`src/rtl/core/aehh_pkg.sv`:
```
// Shared types and constants for the absolute-error heat map and histogram block.
`default_nettype none

package aehh_pkg;

   // One lane per color channel.
   localparam int NUM_LANES = 3;

   localparam int CHAN_W  = 8;
   localparam int ERR_W   = 10;
   localparam int ACCUM_W = 32;
   localparam int TALLY_W = 23;

   // Error level at which one heat channel is full and the next one starts.
   localparam logic [ERR_W-1:0] HEAT_STEP     = 10'd255;
   localparam logic [ERR_W-1:0] HEAT_STEP_TWO = 10'd510;

   localparam logic [ERR_W-1:0] MIDDLE_BOUND_RESET = 10'd382;

   // Largest value a tally can hold.
   localparam logic [TALLY_W-1:0] TALLY_CEILING = 23'd8388607;

   typedef enum logic [1:0] {
      BIN_EXACT  = 2'd0,
      BIN_MIDDLE = 2'd1,
      BIN_BAD    = 2'd2
   } bin_type;

   // Merged per-pixel result handed from the merge stage to the statistics stage.
   typedef struct packed {
      logic              valid;
      logic              frame_start;
      logic [ERR_W-1:0]  pixel_error;
      logic [CHAN_W-1:0] heat_ch0;
      logic [CHAN_W-1:0] heat_ch1;
      logic [CHAN_W-1:0] heat_ch2;
      bin_type           bin;
   } merge_out_type;

endpackage

`default_nettype wire

```
`src/rtl/core/abs_error_heatmap_histogram.sv`:
```
// Top level: per-pixel RGB absolute error, heat color and per-frame error histogram.
// Usage:
//   req_* carries one transaction per pixel: a reference and a test RGB pixel plus a
//   frame-start flag. rsp_* returns one transaction per pixel, in order: the pixel
//   error (sum of the three absolute channel differences), a three-channel heat color
//   and the running frame totals (saturating error sum, exact/middle/bad bin counts)
//   with this pixel included. csr_wr_en/csr_wr_data load middle_bound, the largest
//   error that still counts in the middle bin; write it only while the block is idle.
//   From req acceptance to rsp_valid a pixel passes the registers of the three
//   channel lanes, the merge stage (sum, heat, bin select) and the statistics stage,
//   whose registers also hold the result. Throughput is one pixel per cycle when not
//   stalled; the statistics update is a single saturating add per cycle.
//   When rsp_stall is high with a result waiting, the whole pipeline holds and
//   req_stall rises in the same cycle; bubbles drain without stalling the input.
//   Reset (synchronous) drops all in-flight transactions, zeroes the frame totals
//   and sets middle_bound to 382.
`default_nettype none

module abs_error_heatmap_histogram #(
   parameter int MAX_PIXELS = 4194304
) (
   input  wire logic        clock,
   input  wire logic        reset,

   input  wire logic        csr_wr_en,
   input  wire logic [9:0]  csr_wr_data,

   input  wire logic        req_valid,
   output logic             req_stall,
   input  wire logic        req_frame_start,
   input  wire logic [7:0]  req_ref_ch0,
   input  wire logic [7:0]  req_ref_ch1,
   input  wire logic [7:0]  req_ref_ch2,
   input  wire logic [7:0]  req_test_ch0,
   input  wire logic [7:0]  req_test_ch1,
   input  wire logic [7:0]  req_test_ch2,

   output logic             rsp_valid,
   input  wire logic        rsp_stall,
   output logic [9:0]       rsp_pixel_error,
   output logic [7:0]       rsp_heat_ch0,
   output logic [7:0]       rsp_heat_ch1,
   output logic [7:0]       rsp_heat_ch2,
   output logic [31:0]      rsp_error_total,
   output logic [22:0]      rsp_exact_count,
   output logic [22:0]      rsp_middle_count,
   output logic [22:0]      rsp_bad_count
);

   logic                                  advance;
   logic [aehh_pkg::ERR_W-1:0]            middle_bound_ff;
   logic                                  s1_valid_ff;
   logic                                  s1_frame_ff;
   logic [aehh_pkg::CHAN_W-1:0]           ref_chan  [aehh_pkg::NUM_LANES];
   logic [aehh_pkg::CHAN_W-1:0]           test_chan [aehh_pkg::NUM_LANES];
   logic [aehh_pkg::CHAN_W-1:0]           lane_diff [aehh_pkg::NUM_LANES];
   aehh_pkg::merge_out_type               merge_out;

   // Advance every stage unless a finished result is being held by the receiver.
   assign advance   = !rsp_valid || !rsp_stall;
   assign req_stall = !advance;

   // Configuration register.
   always_ff @(posedge clock) begin
      if (reset) begin
         middle_bound_ff <= aehh_pkg::MIDDLE_BOUND_RESET;
      end else if (csr_wr_en) begin
         middle_bound_ff <= csr_wr_data;
      end
   end

   // Lane stage control: valid and frame flag travel alongside the lane registers.
   always_ff @(posedge clock) begin
      if (reset) begin
         s1_valid_ff <= 1'b0;
      end else if (advance) begin
         s1_valid_ff <= req_valid;
      end
   end

   always_ff @(posedge clock) begin
      if (advance) begin
         s1_frame_ff <= req_frame_start;
      end
   end

   assign ref_chan[0]  = req_ref_ch0;
   assign ref_chan[1]  = req_ref_ch1;
   assign ref_chan[2]  = req_ref_ch2;
   assign test_chan[0] = req_test_ch0;
   assign test_chan[1] = req_test_ch1;
   assign test_chan[2] = req_test_ch2;

   // One lane per color channel, side by side.
   for (genvar g = 0; g < aehh_pkg::NUM_LANES; g++) begin : g_lane
      aehh_lane u_lane (
         .clock     (clock),
         .enable    (advance),
         .ref_val   (ref_chan[g]),
         .test_val  (test_chan[g]),
         .lane_diff (lane_diff[g])
      );
   end

   // Combine the lanes into the pixel error, heat color and bin.
   aehh_merge u_merge (
      .clock          (clock),
      .reset          (reset),
      .enable         (advance),
      .valid_in       (s1_valid_ff),
      .frame_start_in (s1_frame_ff),
      .lane_diff      (lane_diff),
      .middle_bound   (middle_bound_ff),
      .stage_out      (merge_out)
   );

   // Frame statistics; its registers are the output register of the rsp channel.
   aehh_stats #(
      .MAX_PIXELS (MAX_PIXELS)
   ) u_stats (
      .clock        (clock),
      .reset        (reset),
      .enable       (advance),
      .stage_in     (merge_out),
      .out_valid    (rsp_valid),
      .pixel_error  (rsp_pixel_error),
      .heat_ch0     (rsp_heat_ch0),
      .heat_ch1     (rsp_heat_ch1),
      .heat_ch2     (rsp_heat_ch2),
      .error_total  (rsp_error_total),
      .exact_count  (rsp_exact_count),
      .middle_count (rsp_middle_count),
      .bad_count    (rsp_bad_count)
   );

endmodule

`default_nettype wire

```
`src/rtl/core/aehh_lane.sv`:
```
// One channel lane: absolute difference of a reference and a test sample.
`default_nettype none

module aehh_lane (
   input  wire logic                      clock,
   input  wire logic                      enable,
   input  wire logic [aehh_pkg::CHAN_W-1:0] ref_val,
   input  wire logic [aehh_pkg::CHAN_W-1:0] test_val,
   output logic      [aehh_pkg::CHAN_W-1:0] lane_diff
);

   logic [aehh_pkg::CHAN_W-1:0] diff_in;
   logic [aehh_pkg::CHAN_W-1:0] diff_ff;

   always_comb begin
      if (ref_val >= test_val) begin
         diff_in = ref_val - test_val;
      end else begin
         diff_in = test_val - ref_val;
      end
   end

   // Hold while the pipeline is stalled.
   always_ff @(posedge clock) begin
      if (enable) begin
         diff_ff <= diff_in;
      end
   end

   assign lane_diff = diff_ff;

endmodule

`default_nettype wire

```
`src/rtl/core/aehh_merge.sv`:
```
// Merge stage: sums the lane differences, builds the heat color and picks the bin.
`default_nettype none

module aehh_merge (
   input  wire logic                          clock,
   input  wire logic                          reset,
   input  wire logic                          enable,
   input  wire logic                          valid_in,
   input  wire logic                          frame_start_in,
   input  wire logic [aehh_pkg::CHAN_W-1:0]   lane_diff [aehh_pkg::NUM_LANES],
   input  wire logic [aehh_pkg::ERR_W-1:0]    middle_bound,
   output aehh_pkg::merge_out_type            stage_out
);

   logic [aehh_pkg::ERR_W-1:0] err;
   aehh_pkg::merge_out_type    stage_in;
   aehh_pkg::merge_out_type    stage_ff;

   assign err = aehh_pkg::ERR_W'(lane_diff[0]) + aehh_pkg::ERR_W'(lane_diff[1])
              + aehh_pkg::ERR_W'(lane_diff[2]);

   always_comb begin
      stage_in             = '0;
      stage_in.valid       = valid_in;
      stage_in.frame_start = frame_start_in;
      stage_in.pixel_error = err;

      // Fill channel 0, then 1, then 2.
      if (err < aehh_pkg::HEAT_STEP) begin
         stage_in.heat_ch0 = err[aehh_pkg::CHAN_W-1:0];
      end else if (err < aehh_pkg::HEAT_STEP_TWO) begin
         stage_in.heat_ch0 = '1;
         stage_in.heat_ch1 = aehh_pkg::CHAN_W'(err - aehh_pkg::HEAT_STEP);
      end else begin
         stage_in.heat_ch0 = '1;
         stage_in.heat_ch1 = '1;
         stage_in.heat_ch2 = aehh_pkg::CHAN_W'(err - aehh_pkg::HEAT_STEP_TWO);
      end

      if (err == '0) begin
         stage_in.bin = aehh_pkg::BIN_EXACT;
      end else if (err <= middle_bound) begin
         stage_in.bin = aehh_pkg::BIN_MIDDLE;
      end else begin
         stage_in.bin = aehh_pkg::BIN_BAD;
      end
   end

   always_ff @(posedge clock) begin
      if (reset) begin
         stage_ff.valid <= 1'b0;
      end else if (enable) begin
         stage_ff <= stage_in;
      end
   end

   assign stage_out = stage_ff;

endmodule

`default_nettype wire

```
`src/rtl/core/aehh_stats.sv`:
```
// Statistics stage: saturating frame error sum, bin tallies and the output register.
`default_nettype none

module aehh_stats #(
   parameter int MAX_PIXELS = 4194304
) (
   input  wire logic                          clock,
   input  wire logic                          reset,
   input  wire logic                          enable,
   input  wire aehh_pkg::merge_out_type       stage_in,
   output logic                               out_valid,
   output logic [aehh_pkg::ERR_W-1:0]         pixel_error,
   output logic [aehh_pkg::CHAN_W-1:0]        heat_ch0,
   output logic [aehh_pkg::CHAN_W-1:0]        heat_ch1,
   output logic [aehh_pkg::CHAN_W-1:0]        heat_ch2,
   output logic [aehh_pkg::ACCUM_W-1:0]       error_total,
   output logic [aehh_pkg::TALLY_W-1:0]       exact_count,
   output logic [aehh_pkg::TALLY_W-1:0]       middle_count,
   output logic [aehh_pkg::TALLY_W-1:0]       bad_count
);

   localparam logic [aehh_pkg::TALLY_W-1:0] TALLY_LIMIT =
      (MAX_PIXELS > 8388607) ? aehh_pkg::TALLY_CEILING : aehh_pkg::TALLY_W'(MAX_PIXELS);

   function automatic logic [aehh_pkg::TALLY_W-1:0] bump(
      input logic [aehh_pkg::TALLY_W-1:0] v
   );
      logic [aehh_pkg::TALLY_W-1:0] r;
      if (v >= TALLY_LIMIT) begin
         r = TALLY_LIMIT;
      end else begin
         r = v + 1'b1;
      end
      return r;
   endfunction

   logic                             valid_ff;
   logic [aehh_pkg::ERR_W-1:0]       err_ff;
   logic [aehh_pkg::CHAN_W-1:0]      heat0_ff, heat1_ff, heat2_ff;
   logic [aehh_pkg::ACCUM_W-1:0]     accum_ff, accum_in, accum_base;
   logic [aehh_pkg::ACCUM_W:0]       accum_sum;
   logic [aehh_pkg::TALLY_W-1:0]     exact_ff, middle_ff, bad_ff;
   logic [aehh_pkg::TALLY_W-1:0]     exact_in, middle_in, bad_in;
   logic [aehh_pkg::TALLY_W-1:0]     exact_base, middle_base, bad_base;
   logic                             update;

   assign update = enable && stage_in.valid;

   always_comb begin
      // Clear the frame totals ahead of a frame-start pixel.
      accum_base  = stage_in.frame_start ? '0 : accum_ff;
      exact_base  = stage_in.frame_start ? '0 : exact_ff;
      middle_base = stage_in.frame_start ? '0 : middle_ff;
      bad_base    = stage_in.frame_start ? '0 : bad_ff;

      accum_sum = {1'b0, accum_base} + (aehh_pkg::ACCUM_W + 1)'(stage_in.pixel_error);
      accum_in  = accum_sum[aehh_pkg::ACCUM_W] ? '1 : accum_sum[aehh_pkg::ACCUM_W-1:0];

      exact_in  = exact_base;
      middle_in = middle_base;
      bad_in    = bad_base;
      case (stage_in.bin)
         aehh_pkg::BIN_EXACT:  exact_in  = bump(exact_base);
         aehh_pkg::BIN_MIDDLE: middle_in = bump(middle_base);
         aehh_pkg::BIN_BAD:    bad_in    = bump(bad_base);
         default: begin
            bad_in = bad_base;
         end
      endcase
   end

   always_ff @(posedge clock) begin
      if (reset) begin
         valid_ff  <= 1'b0;
         accum_ff  <= '0;
         exact_ff  <= '0;
         middle_ff <= '0;
         bad_ff    <= '0;
      end else begin
         if (enable) begin
            valid_ff <= stage_in.valid;
         end
         if (update) begin
            accum_ff  <= accum_in;
            exact_ff  <= exact_in;
            middle_ff <= middle_in;
            bad_ff    <= bad_in;
         end
      end
   end

   always_ff @(posedge clock) begin
      if (update) begin
         err_ff   <= stage_in.pixel_error;
         heat0_ff <= stage_in.heat_ch0;
         heat1_ff <= stage_in.heat_ch1;
         heat2_ff <= stage_in.heat_ch2;
      end
   end

   assign out_valid    = valid_ff;
   assign pixel_error  = err_ff;
   assign heat_ch0     = heat0_ff;
   assign heat_ch1     = heat1_ff;
   assign heat_ch2     = heat2_ff;
   assign error_total  = accum_ff;
   assign exact_count  = exact_ff;
   assign middle_count = middle_ff;
   assign bad_count    = bad_ff;

endmodule

`default_nettype wire

```
`config.mk`:
```
export PLATFORM = sky130hd
export DESIGN_NAME = abs_error_heatmap_histogram
export DESIGN_NICKNAME = d
export VERILOG_FILES = /design/src/rtl/core/aehh_pkg.sv /design/src/rtl/core/abs_error_heatmap_histogram.sv /design/src/rtl/core/aehh_lane.sv /design/src/rtl/core/aehh_merge.sv /design/src/rtl/core/aehh_stats.sv
export SDC_FILE = /design/constraint.sdc
export NUM_CORES = 1
export LEC_CHECK = 0
export BUFFER_PORTS_ARGS = -buffer_cell sky130_fd_sc_hd__buf_2
export CORE_MARGIN = 3
export CORE_UTILIZATION = 38
export CTS_CLUSTER_DIAMETER = 40
export CTS_CLUSTER_SIZE = 20
export DETAILED_ROUTE_END_ITERATION = 8
export GPL_ROUTABILITY_DRIVEN = 0
export GPL_TIMING_DRIVEN = 0
export PLACE_DENSITY = 0.63
export SLEW_MARGIN = 20
export SYNTH_ARGS = -nofsm -noshare
export SYNTH_HDL_FRONTEND = slang
export SYNTH_SLANG_ARGS = --single-unit
```
`constraint.sdc`:
```
create_clock -name clock -period 5 [get_ports clock]
set_clock_uncertainty 0.15 [all_clocks]
set_input_delay 0.75 -clock clock [delete_from_list [all_inputs] [get_ports clock]]
set_output_delay 0.75 -clock clock [all_outputs]
set_load 0.02 [all_outputs]
```
==> impl_metrics.yaml <==
run_status:
  status: "finished, final reports clean"
pwr:
  peakVddDrop_uv: 306
  powerDensity_nw_per_um2: 475
  leakage_uw: 0.00645
detailed_routing:
  firstDrtPassIters: 6
  drt-initial-drc-count: 1121
  antenna_left: 0
  wl_per_cell_um: 18.6
  finalWirelength_mm: 39.8
  drc: 0
  via_count: 12300
  via_per_inst: 5.74
timing:
  rsz0062_at_grt: "false"
  min_period_ps: 4720
  hold_slack_ps: 257
  finalCritPeriodShare: 0.945
  slew_violations: 0
  slew_headroom: 0.285
  max_freq_ghz: 0.212
  setup_violations: 0
  worst_pin_slew_ps: 1060
  fin_ws_ps: 277
  hold_viol: 0
clock_network:
  cts_root_buf: "clkbuf_16"
  cts_max_path_buffers: 3
  clock_latency_ps: 490
  cts_inserted_buffers: 34
  cts_tree: "built"
  path_clk_slew_ps: 50
  clock-sinks: 210
  cts_max_level: 2
synth:
  syn_nets: 1588
  synthesis.area_um2: 13000
  yosysSeqAreaShare: 0.397
  synth_cells: 1431
  synthArstFlopShare: 0
  synth_warnings: 0
  synth_seq_cells: 210
  synthFlopType: "dfxtp_1"
  synth-edff-count: 96
  synth_cell_types: 93
  postSynthAreaPerCell_um2: 9.10
layout:
  area_growth_pct: 21.8
  final_cell_mix: "208 x buf_2, 119 x nand2_1, 114 x dfxtp_1, 108 x nor2_1, 105 x inv_1"
  fin_nets: 1828
  final_common_cell: "buf_2"
  fin_util: 0.472
  layout-drive-gt1-share: 0.192
  fillers: 3247
  instances_no_fill: 2145
critical_path:
  crit_type: "register to register"
  cp-end-kind: "register"
  critical_path.max_fanout: 10
  crit_arrival_ps: 4800
  crit_required_ps: 5080
  cp-start-kind: "register"
floorplanning:
  ios: 201
  dieWidth_um: 191
  die_y_um: 191
  core-area_um2: 33600
  start_util: 0.387
  dieArea_um2: 36500
  rows: 67
placement:
  dp_cells: 2080
  port_buffers: 199
  place_ws_ps: -269
  post-dp-hpwl_mm: 29.2
grt:
  antenna_found_initial: 5
  grt_max_degree: 31
  grt_pass1_wl_mm: 62.2
  grtUsageTotal: 0.211
  grt_pass1_vias: 11200
  overflow: 0
run:
  maxCapViolCount: 0
worst_hold_path:
  hold_path_class: "register to register"
==> report_power, final <==
group / total, uW / internal (uW) / switching [uW]
clock: 2420 / 1550 / 865
combinational: 2790 / 1080 / 1700
sequential: 2340 / 2220 / 117
==> critical path, cell delays in order (launching register included) <==
cell and delay, ps:
edfxtp_1 320, inv_1 50, fa_1 520, inv_1 40, ha_1 230, fa_1 460
a211o_1 340, a21o_1 190, a21oi_1 150, nor2_1 80, o21ai_4 250, buf_4 220
inv_1 100, ha_1 310, nand3_1 130, nor2_1 90, a221oi_2 260, o21ai_0 150
a221oi_2 310, nor3_1 90
==> flip-flops by register name, indices dropped and copies added (netlist names) <==
register                 flops
u_stats.heat_ch1             8
u_stats.heat_ch2             8
s1_frame_ff                  1
u_stats.out_valid            1
middle_bound_ff             10
u_stats.error_total         32
u_merge.stage_out           38
s1_valid_ff                  1
g_lane.u_lane.lane_diff     24
u_stats.exact_count         23
u_stats.heat_ch0             8
u_stats.pixel_error         10
u_stats.middle_count        23
u_stats.bad_count           23
==> path summary, 6_finish.rpt <==
check	from	to	slack, ps	cells after the start
setup / recovery	g_lane[0].u_lane.lane_diff[1]	u_merge.stage_out[1]	280	19
hold / removal	u_merge.stage_out[9]	u_stats.heat_ch2[7]	260	0
setup reg to reg	g_lane[0].u_lane.lane_diff[1]	u_merge.stage_out[1]	280	19
hold reg to reg	u_merge.stage_out[9]	u_stats.heat_ch2[7]	260	0
==> stage by stage <==
stage	power [uW]	TNS (ps)	instance area, um^2
detailed placement	5030	-1910	14600
CTS	7490	0	15800
global placement	4970	-4360	14600
finish	7540	0	15900
floorplan	4310	0	13000
global route	8000	0	15900
==> synthesized netlist by cell type (10+ instances only) <==
library cell,n,area [um^2]
mux2i_1,12,120
and3_1,16,100
a21oi_1,97,485
a32oi_1,11,96.3
a311oi_1,21,184
dfxtp_1,114,2280
a31oi_1,24,150
a21o_1,27,203
nand3_1,49,245
and2_1,14,87.6
inv_1,105,394
nand2b_1,17,106
o31ai_1,10,75.1
ha_1,77,963
xnor2_1,16,140
edfxtp_1,96,2880
nand2_1,120,450
nand4_1,22,138
o211ai_1,25,188
nor3_1,27,135
a22oi_1,10,75.1
or4_1,11,82.6
clkbuf_1,48,180
xor2_1,20,175
o21a_1,11,82.6
o21ai_0,72,360
nor2b_1,27,169
a211oi_1,29,218
nor2_1,109,409
fa_1,16,320
==> routing by layer <==
metal / vias to the layer above / global-route usage / routed length [um] / part of all wire
li1: 5830 / - / - / -
met1: 5846 / 0.296 / 17400 / 0.44
met4: 6 / 0.0819 / 1250 / 0.031
met3: 79 / 0.0420 / 3570 / 0.090
met5: - / 0 / 38 / 0.00095
met2: 550 / 0.320 / 17600 / 0.44
==> timing repair <==
item,CTS,global route
setup endpoints to repair,23,33
buffers inserted,0,3
resized for setup,3,11
pin swaps,0,1
hold buffers,0,0
==> cell families after synthesis <==
group | Yosys count | synth area share
DFF | 210 | 0.397
adders and majority gates | 93 | 0.0986
xor gates and xnor gates | 37 | 0.0255
AOI/OAI and AO/OA | 433 | 0.229
muxes | 15 | 0.0118
and+or+nand+nor | 475 | 0.189
buffers and inverters | 168 | 0.0497
==> final cells by class <==
cell class / count / area (um^2) / area share
clock inverters: 24 / 295 / 0.0186
multi-input cells: 1053 / 7250 / 0.457
repair buffers: 204 / 1060 / 0.0667
plain buffers: 62 / 259 / 0.0163
flip-flops and latches: 210 / 5160 / 0.326
well taps: 448 / 561 / 0.0353
clock buffers: 36 / 880 / 0.0554
inverters: 106 / 398 / 0.0251
diodes: 2 / 5.00 / 0.000315
(Power assumes the default switching activity.)
